## config.mk

```make
export PLATFORM = sky130hd
export DESIGN_NAME = weighted_round_robin_class_picker_top_flat
export DESIGN_NICKNAME = d
export VERILOG_FILES = /design/src/design/wrrcp_pkg.sv /design/src/design/wrrcp_if.sv /design/src/design/weighted_round_robin_class_picker_top.sv /design/src/design/wrrcp_cfg_regs.sv /design/src/design/wrrcp_scan.sv /design/src/flat_wrapper.sv
export VERILOG_INCLUDE_DIRS = /design/src /design/src/design
export SDC_FILE = /design/constraint.sdc
export NUM_CORES = 1
export LEC_CHECK = 0
export ABC_CLOCK_PERIOD_IN_PS = 6200
export BUFFER_PORTS_ARGS = -buffer_cell sky130_fd_sc_hd__buf_2
export CAP_MARGIN = 5
export CELL_PAD_IN_SITES_DETAIL_PLACEMENT = 0
export CELL_PAD_IN_SITES_GLOBAL_PLACEMENT = 1
export CORE_MARGIN = 2
export CORE_UTILIZATION = 23
export DETAILED_ROUTE_END_ITERATION = 10
export GPL_TIMING_DRIVEN = 0
export PLACE_DENSITY = 0.44
export SYNTH_ARGS = -nofsm -noshare
export SYNTH_HDL_FRONTEND = slang
export SYNTH_HIERARCHICAL = 1
export SYNTH_SLANG_ARGS = --single-unit
```

## constraint.sdc

```tcl
create_clock -name clk_i -period 6.2 [get_ports clk_i]
set_input_delay 0.62 -clock clk_i [delete_from_list [all_inputs] [get_ports clk_i]]
set_output_delay 0.62 -clock clk_i [all_outputs]
set_load 0.005 [all_outputs]
```

## src/design/weighted_round_robin_class_picker_top_macros.svh

```systemverilog
// Assertion macros for the class picker.
`ifndef WEIGHTED_ROUND_ROBIN_CLASS_PICKER_TOP_MACROS_SVH
`define WEIGHTED_ROUND_ROBIN_CLASS_PICKER_TOP_MACROS_SVH

`ifndef SYNTHESIS
`define WRRCP_ASSERT_CR(lbl, clk, rstn, prop) \
  lbl: assert property (@(posedge clk) disable iff (!rstn) prop) \
    else $error("wrrcp assertion failed");
`define WRRCP_ASSERT(lbl, prop) \
  `WRRCP_ASSERT_CR(lbl, clk_i, rst_ni, prop)
`else
`define WRRCP_ASSERT_CR(lbl, clk, rstn, prop)
`define WRRCP_ASSERT(lbl, prop)
`endif

`endif

```

## src/design/wrrcp_pkg.sv

```systemverilog
`default_nettype none

package wrrcp_pkg;

  localparam int unsigned NumClassesDef = 6;
  localparam int unsigned NumWeightRegs = 6;
  localparam int unsigned BusyW         = 6;
  localparam int unsigned ClassW        = 3;
  localparam int unsigned WeightW       = 8;
  localparam int unsigned CfgIdxW       = 3;

  localparam logic [WeightW-1:0] WeightReset = 8'd1;

  typedef logic [NumWeightRegs-1:0][WeightW-1:0] weight_arr_t;

  // scheduler state kept between requests
  typedef struct packed {
    logic [ClassW-1:0]  cls;
    logic [WeightW-1:0] credit;
  } sched_state_t;

  // outcome of one scan
  typedef struct packed {
    logic               grant;
    logic [ClassW-1:0]  cls;
    logic [WeightW-1:0] credit;
  } scan_res_t;

endpackage

`default_nettype wire

```

## src/design/wrrcp_if.sv

```systemverilog
`default_nettype none

interface wrrcp_in_if;
  import wrrcp_pkg::*;
  logic             valid;
  logic             ready;
  logic [BusyW-1:0] busy_mask;
  logic             slots_full;

  modport source (output valid, output busy_mask, output slots_full, input ready);
  modport sink   (input valid, input busy_mask, input slots_full, output ready);
endinterface

interface wrrcp_out_if;
  import wrrcp_pkg::*;
  logic              valid;
  logic              ready;
  logic              grant_valid;
  logic [ClassW-1:0] grant_class;

  modport source (output valid, output grant_valid, output grant_class, input ready);
  modport sink   (input valid, input grant_valid, input grant_class, output ready);
endinterface

`default_nettype wire

```

## src/design/weighted_round_robin_class_picker_top.sv

```systemverilog
// Flow: a request word is captured in the input register, goes through the
//   scan and is held in the result register until the sink takes its grant.
// Throughput: one request word per cycle unless the sink stalls; the class scan
//   and credit update sit in the single combinational stage between the two registers.
// Reset: asynchronous, active low; both stages empty, class 0, credit 1,
//   all class weights 1.
`default_nettype none

`include "weighted_round_robin_class_picker_top_macros.svh"

module weighted_round_robin_class_picker_top
  import wrrcp_pkg::*;
#(
  parameter int unsigned NUM_CLASSES = NumClassesDef
) (
  input  wire logic               clk_i,
  input  wire logic               rst_ni,
  wrrcp_in_if.sink                in_ch,
  wrrcp_out_if.source             out_ch,
  input  wire logic               cfg_we_i,
  input  wire logic [CfgIdxW-1:0] cfg_idx_i,
  input  wire logic [WeightW-1:0] cfg_data_i
);

  weight_arr_t weights;

  logic             in_vld_q;
  logic [BusyW-1:0] busy_q;
  logic             full_q;

  logic              out_vld_q;
  logic              gnt_vld_q;
  logic [ClassW-1:0] gnt_cls_q;

  sched_state_t state_q;
  scan_res_t    res;

  logic adv;
  logic in_rdy;

  wrrcp_cfg_regs u_cfg (
    .clk_i      (clk_i),
    .rst_ni     (rst_ni),
    .cfg_we_i   (cfg_we_i),
    .cfg_idx_i  (cfg_idx_i),
    .cfg_data_i (cfg_data_i),
    .weights_o  (weights)
  );

  wrrcp_scan #(
    .NumClasses (NUM_CLASSES)
  ) u_scan (
    .busy_i    (busy_q),
    .full_i    (full_q),
    .state_i   (state_q),
    .weights_i (weights),
    .res_o     (res)
  );

  assign adv    = !out_vld_q || out_ch.ready;
  assign in_rdy = !in_vld_q || adv;
  assign in_ch.ready = in_rdy;

  always_ff @(posedge clk_i or negedge rst_ni) begin
    if (!rst_ni) begin
      in_vld_q <= 1'b0;
    end else if (in_rdy) begin
      in_vld_q <= in_ch.valid;
    end
  end

  always_ff @(posedge clk_i) begin
    if (in_rdy && in_ch.valid) begin
      busy_q <= in_ch.busy_mask;
      full_q <= in_ch.slots_full;
    end
  end

  always_ff @(posedge clk_i or negedge rst_ni) begin
    if (!rst_ni) begin
      out_vld_q <= 1'b0;
    end else if (adv) begin
      out_vld_q <= in_vld_q;
    end
  end

  always_ff @(posedge clk_i) begin
    if (adv && in_vld_q) begin
      gnt_vld_q <= res.grant;
      gnt_cls_q <= res.cls;
    end
  end

  // state moves only on a grant; a refused request leaves it alone
  always_ff @(posedge clk_i or negedge rst_ni) begin
    if (!rst_ni) begin
      state_q.cls    <= '0;
      state_q.credit <= WeightReset;
    end else if (adv && in_vld_q && res.grant) begin
      state_q.cls    <= res.cls;
      state_q.credit <= res.credit;
    end
  end

  assign out_ch.valid       = out_vld_q;
  assign out_ch.grant_valid = gnt_vld_q;
  assign out_ch.grant_class = gnt_cls_q;

  `WRRCP_ASSERT(a_cls_in_range, state_q.cls < ClassW'(NUM_CLASSES))
  `WRRCP_ASSERT(a_idle_cls_zero, (out_vld_q && !gnt_vld_q) |-> (gnt_cls_q == '0))
  `WRRCP_ASSERT(a_grant_tracks_state, (adv && in_vld_q && res.grant) |=> (out_vld_q && gnt_vld_q && gnt_cls_q == state_q.cls))
  `WRRCP_ASSERT(a_refused_keeps_state, (adv && in_vld_q && !res.grant) |=> ($stable(state_q) && !gnt_vld_q))
  `WRRCP_ASSERT(a_blocked_no_take, (in_vld_q && !adv) |-> !in_rdy)

endmodule

`default_nettype wire

```

## src/design/wrrcp_cfg_regs.sv

```systemverilog
`default_nettype none

module wrrcp_cfg_regs
  import wrrcp_pkg::*;
(
  input  wire logic               clk_i,
  input  wire logic               rst_ni,
  input  wire logic               cfg_we_i,
  input  wire logic [CfgIdxW-1:0] cfg_idx_i,
  input  wire logic [WeightW-1:0] cfg_data_i,
  output weight_arr_t             weights_o
);

  weight_arr_t weight_q;

  // indexes past the last weight register fall through and are dropped
  always_ff @(posedge clk_i or negedge rst_ni) begin
    if (!rst_ni) begin
      for (int i = 0; i < NumWeightRegs; i++) begin
        weight_q[i] <= WeightReset;
      end
    end else if (cfg_we_i) begin
      for (int i = 0; i < NumWeightRegs; i++) begin
        if (cfg_idx_i == CfgIdxW'(i)) begin
          weight_q[i] <= cfg_data_i;
        end
      end
    end
  end

  assign weights_o = weight_q;

endmodule

`default_nettype wire

```

## src/design/wrrcp_scan.sv

```systemverilog
`default_nettype none

module wrrcp_scan
  import wrrcp_pkg::*;
#(
  parameter int unsigned NumClasses = NumClassesDef
) (
  input  wire logic [BusyW-1:0] busy_i,
  input  wire logic             full_i,
  input  wire sched_state_t     state_i,
  input  wire weight_arr_t      weights_i,
  output scan_res_t             res_o
);

  localparam logic [ClassW-1:0] LastCls = ClassW'(NumClasses - 1);
  localparam logic [ClassW:0]   NumW    = (ClassW + 1)'(NumClasses);

  logic [ClassW-1:0]  base;
  logic [ClassW-1:0]  start;
  logic [WeightW-1:0] cred_start;
  logic [ClassW:0]    sum;
  logic [ClassW:0]    cand;
  logic               found;
  logic [ClassW-1:0]  pick;

  always_comb begin
    base = (state_i.cls > LastCls) ? '0 : state_i.cls;
    // spent credit hands the turn on before the scan starts
    if (state_i.credit == '0) begin
      start      = (base == LastCls) ? '0 : base + ClassW'(1);
      cred_start = weights_i[start];
    end else begin
      start      = base;
      cred_start = state_i.credit;
    end
  end

  always_comb begin
    found = 1'b0;
    pick  = '0;
    sum   = '0;
    cand  = '0;
    for (int k = 0; k < NumClasses; k++) begin
      sum  = {1'b0, start} + (ClassW + 1)'(k);
      cand = (sum >= NumW) ? sum - NumW : sum;
      if (!found && busy_i[cand[ClassW-1:0]]) begin
        found = 1'b1;
        pick  = cand[ClassW-1:0];
      end
    end
  end

  always_comb begin
    res_o.grant  = found && !full_i;
    res_o.cls    = res_o.grant ? pick : '0;
    res_o.credit = ((pick == start) ? cred_start : weights_i[pick]) - WeightW'(1);
  end

endmodule

`default_nettype wire

```

## src/flat_wrapper.sv

```systemverilog
// flat-port wrapper written by rule: the top's interface ports become plain ports
module weighted_round_robin_class_picker_top_flat import wrrcp_pkg::*;
#(
  parameter int unsigned NUM_CLASSES = NumClassesDef
)
  (clk_i, rst_ni, cfg_we_i, cfg_idx_i, cfg_data_i, in_ch_valid, in_ch_busy_mask, in_ch_slots_full, in_ch_ready, out_ch_valid, out_ch_grant_valid, out_ch_grant_class, out_ch_ready);
  wrrcp_in_if in_ch_i ();
  wrrcp_out_if out_ch_i ();
  input  wire logic clk_i;
  input  wire logic rst_ni;
  input  wire logic cfg_we_i;
  input  wire logic [CfgIdxW-1:0] cfg_idx_i;
  input  wire logic [WeightW-1:0] cfg_data_i;
  input wire logic [$bits(in_ch_i.valid)-1:0] in_ch_valid;
  input wire logic [$bits(in_ch_i.busy_mask)-1:0] in_ch_busy_mask;
  input wire logic [$bits(in_ch_i.slots_full)-1:0] in_ch_slots_full;
  output wire logic [$bits(in_ch_i.ready)-1:0] in_ch_ready;
  output wire logic [$bits(out_ch_i.valid)-1:0] out_ch_valid;
  output wire logic [$bits(out_ch_i.grant_valid)-1:0] out_ch_grant_valid;
  output wire logic [$bits(out_ch_i.grant_class)-1:0] out_ch_grant_class;
  input wire logic [$bits(out_ch_i.ready)-1:0] out_ch_ready;
  assign in_ch_i.valid = in_ch_valid;
  assign in_ch_i.busy_mask = in_ch_busy_mask;
  assign in_ch_i.slots_full = in_ch_slots_full;
  assign in_ch_ready = in_ch_i.ready;
  assign out_ch_valid = out_ch_i.valid;
  assign out_ch_grant_valid = out_ch_i.grant_valid;
  assign out_ch_grant_class = out_ch_i.grant_class;
  assign out_ch_i.ready = out_ch_ready;
  weighted_round_robin_class_picker_top #(.NUM_CLASSES(NUM_CLASSES)) u_core (.clk_i(clk_i), .rst_ni(rst_ni), .in_ch(in_ch_i), .out_ch(out_ch_i), .cfg_we_i(cfg_we_i), .cfg_idx_i(cfg_idx_i), .cfg_data_i(cfg_data_i));
endmodule
```

Word-level counts from Yosys, hierarchy flattened
Index checks and enable logic that the tools add are counted.
{"block": "totals", "reg_bits": 72, "inputBits": 23, "output_inout_bits": 6}
{"block": "classes", "add_sub_neg": 13, "n_lt_le_gt_ge": 15, "eq_ne": 7, "mux": 40, "reduce_logical": 27}
{"operator": "$bmux 8 s3", "n": 2}
{"operator": "$mux 3", "n": 16}
{"operator": "$lt 3x4->1 const B", "n": 8}
{"operator": "$mux 8", "n": 4}
{"operator": "$ge 4x3->1 const B", "n": 5}
{"operator": "$bmux 1 s3", "n": 6}
{"operator": "$sub 3x3->3 const B", "n": 6}
{"operator": "$mux 1", "n": 12}
{"operator": "$reduce_and 2->1", "n": 6}
{"operator": "$eq 3x3->1 const B", "n": 3}
{"operator": "$logic_and 1x1->1", "n": 9}
{"operator": "$add 3x2->4 const B", "n": 2}
{"operator": "$add 3x3->4 const B", "n": 2}
{"operator": "$logic_not 1->1", "n": 8}
{"operator": "$logic_not 8->1", "n": 1}
{"operator": "$sub 8x1->8 const B", "n": 1}
{"operator": "$eq 3x2->1 const B", "n": 2}
{"operator": "$add 3x1->4 const B", "n": 1}
{"operator": "$add 3x1->3 const B", "n": 1}
{"operator": "$eq 3x1->1 const B", "n": 1}
{"operator": "$eq 3x3->1", "n": 1}
{"operator": "$ge 3x3->1 const B", "n": 1}
{"operator": "$gt 3x3->1 const B", "n": 1}
{"operator": "$logic_not 3->1", "n": 1}
{"operator": "$logic_or 1x1->1", "n": 2}

Longest topological paths before layout
{"block": "logic_depth", "depth_word": 29, "mapped_depth": 28, "depth_no_buf": 25}

Hierarchy
Netlist, hierarchy kept.
{"module": "wrrcp_scan", "n_inst": 1, "cells_per_inst": 386, "area_each_um2": 2707.6, "seq_area_each_um2": 0.0}
{"module": "wrrcp_cfg_regs", "n_inst": 1, "cells_per_inst": 106, "area_each_um2": 1840.5, "seq_area_each_um2": 1208.7}
{"module": "weighted_round_robin_class_picker_top", "n_inst": 1, "cells_per_inst": 43, "area_each_um2": 898.4, "seq_area_each_um2": 656.9}

Least setup slack after synthesis
No wires, ideal clock.
{"block": "synth_timing", "path_kind": "reg2reg", "startpoint": "register u_core/state_q[10] (netlist bit)", "endpoint": "register u_core/state_q[7] (netlist bit)", "arrival_time_ps": 6566, "path_slack_ps": -490, "path_stages_with_launch": 25, "period_less_slack_ps": 6690, "path_cell_list": "dfrtp_1 a21bo_2 inv_2 clkbuf_1 ha_1 nor4b_2 a2111o_1 nand2_1 inv_1 ha_1 nor2_1 nor4_1 o32a_1 or3_1 or4_1 buf_2 nor3_2 o31a_1 mux2_1 mux4_2 mux2_2 a211o_1 nor4b_2 xor2_1 mux2_2"}
{"item": "start, declared", "line_no": "weighted_round_robin_class_picker_top.sv:35", "rtl": "sched_state_t state_q;"}

==> out/qor.yml <==
port_buffers: 27
dieArea_mm2: 0.0249
multi_input_area_mm2: 0.00375
seq_area_mm2: 0.00187
cap_violations: 0
synth_top_area_frac: 0.248
fin_crit_ns: 6.30
postRouteAntennaNets: 0
drt_iter0_markers: 232
core_mm2: 0.0233
dpl.hpwl_mm: 14.1
hold_path_class: "in2async"
cts.sinks: 72
grt_max_degree: 39
tightestPinTransition_ns: 0.926
h-tree-depth: 3
critPathArrivalTime_ns: 6.54
grt_pass1_vias: 5079
skew_ns: 0.0103
yosysSeqAreaShare: 0.343
syn_area_mm2: 0.00545
synthArstFlopShare: 0.847
cts_tree: "yes"
synth-main-ff-cell: "dfrtp_1"
clk_latency_ns: 0.35
gp_congestion: 0.799
final_cell_mix: "buf_4 (59), mux2_2 (53), dfrtp_1 (48), nand2_1 (48), buf_2 (31)"
final_common_cell: "buf_4"
clockRootBuffer: "clkbuf_16"
setup_viol: 2
nFillCells: 2426
violations: "setup timing"
reg2reg_slack_ns: -0.10
yosysUniqueCellTypes: 92
clock_path_buffers: 2
synth_largest_area_cell: "dfrtp_1"
status: "finished with violations"
hold_viol: 0
clk_pin_slew_ns: 0.06
grt_pass1_wl_mm: 30.1
start_util: 0.233
rsz0062_at_grt: "yes"
grt_use_total: 0.161
end_kind: "register"
postSynthAreaPerCell_um2: 10.2
crit_required_ns: 6.43
finalWirelength_mm: 19.1
max_freq_mhz: 159
antenna_found_initial: 0
ys_top_cells_by_area: "dfrtp_1 (25%), mux2_2 (11%), edfxtp_1 (6.1%)"
yosys_warnings: 6
cp-start-kind: "register"
synthesis.nets: 566
relSlewSlack: 0.383
fin_ws_ns: -0.101
viasPerCell: 5.14
synthCells: 535
pre_cts_slack_ns: -1.50
area_growth_pct: 32.3
final_layout_size_suffix_gt1_frac: 0.436
post-route-period-util: 1.02
diodes: 0
synth_edf_count: 11
final_nets: 662
num_vias: 4911
slew_violations: 0
overflow: 0
rows: 56
firstDrtPassIters: 5
numCtsBuffers: 9
io_pins: 29
routedWlPerCell_um: 20.0
fin_tns_setup_ns: -0.108
route.detailed.drc: 0
dieHeight_um: 158
ys_seq_elements: 72
worst-path-max-fanout: 5
path_class: "reg2reg"
die_width_um: 158
-- synth_stat cells, types with 6 or more instances --
master and number:
nand2b_1 6, nand4_1 6, o211ai_1 9, nor2_1 25, o21ai_1 7, and3_1 8, nand2_1 50, edfxtp_1 11
o2111ai_1 6, or4_1 7, ha_1 8, a211oi_1 8, dfstp_2 7, inv_1 9, dfrtp_1 54, mux2_2 55
buf_2 6, nand3_1 24, clkbuf_1 12, mux2_4 10, mux4_2 10, mux2i_1 12, xnor2_1 6, o21ai_0 20
a21oi_1 19, and2_1 8
-- logic make-up (layout without fill, tap and decap cells) --
logic type,count (synthesis),count (layout),synth area share
adders and majority gates,8,8,0.0184
and+or+nand+nor,181,181,0.191
DFF,72,72,0.343
xor gates and xnor gates,9,9,0.0145
buffers and inverters,36,137,0.0322
muxes,89,89,0.209
AOI/OAI and AO/OA,140,140,0.192
-- layout make-up --
type	count	share of cell area
clock inverter	7	0.0132
buffer	20	0.0203
tap	319	0.0554
inverter	11	0.00851
sequential	72	0.260
multi-input combinational	427	0.520
clock buffer	9	0.0312
timing repair buffer	90	0.0911
-- state kept, by name (all words and copies together) (netlist names) --
signal                     count
u_core/out_ch.grant_class      3
u_core/in_vld_q                1
u_core/u_cfg/weights_o        48
u_core/out_ch.valid            1
u_core/busy_q                  6
u_core/out_ch.grant_valid      1
u_core/full_q                  1
u_core/state_q                11
-- metrics by stage --
stage                     area [um^2]  std cells  utilization  hold WS [ns]
after detailed placement         6060        882        0.260         0.500
after global placement           6040        881        0.259         0.495
after floorplan                  5510        535            -         0.324
after CTS                        7000        944        0.300         0.284
final                            7210        955        0.309         0.274
after global routing             7210        955        0.309         0.316
-- metal layers --
metal,track usage,vias to the layer above,share of wire
met5,0,-,0
met3,0.0266,45,0.031
met4,0.0784,0,0.048
li1,-,2280,-
met2,0.263,115,0.47
met1,0.207,2471,0.45
-- critical path, cell delays in order, from the launching register on --
cell and delay [ns]:
dfrtp_2 0.44, a21bo_4 0.24, inv_6 0.06, clkbuf_16 0.12, ha_4 0.15, nor4b_4 0.05, a2111o_1 0.40, nand2_2 0.13
clkinvlp_4 0.15, ha_4 0.23, clkinv_4 0.08, a211oi_4 0.05, or3_4 0.39, a211o_1 0.23, mux4_2 0.54, a31o_1 0.28
and3_4 0.19, o31a_1 0.24, buf_6 0.14, mux2_4 0.30, mux4_2 0.50, mux2_4 0.30, a211o_4 0.34, nor4b_4 0.23
xor2_1 0.12, mux2_4 0.27
-- repair_timing --
| action | CTS | global route |
|---|---|---|
| endpoints found under the setup margin | 11 | 7 |
| setup buffers | 49 | 13 |
| hold buffers | 0 | 0 |
| gates resized for setup | 58 | 27 |
| pin swaps | 22 | 11 |
-- worst paths after layout --
kind,from,end,cells after the start
worst max-delay path,u_core/state_q[10],u_core/state_q[7],25
worst min-delay path,rst_ni,u_core/u_cfg/weights_o[36],1
worst max register to register,u_core/state_q[10],u_core/state_q[7],25
worst min register to register,u_core/u_cfg/weights_o[11],u_core/u_cfg/weights_o[11],1
max in group asynchronous,rst_ni,u_core/u_cfg/weights_o[0],2
min in group clk_i,in_ch_busy_mask[1],u_core/busy_q[1],1
Power is not shown: default switching activity piles up to over one toggle a cycle in this logic, so the estimate is an artifact.
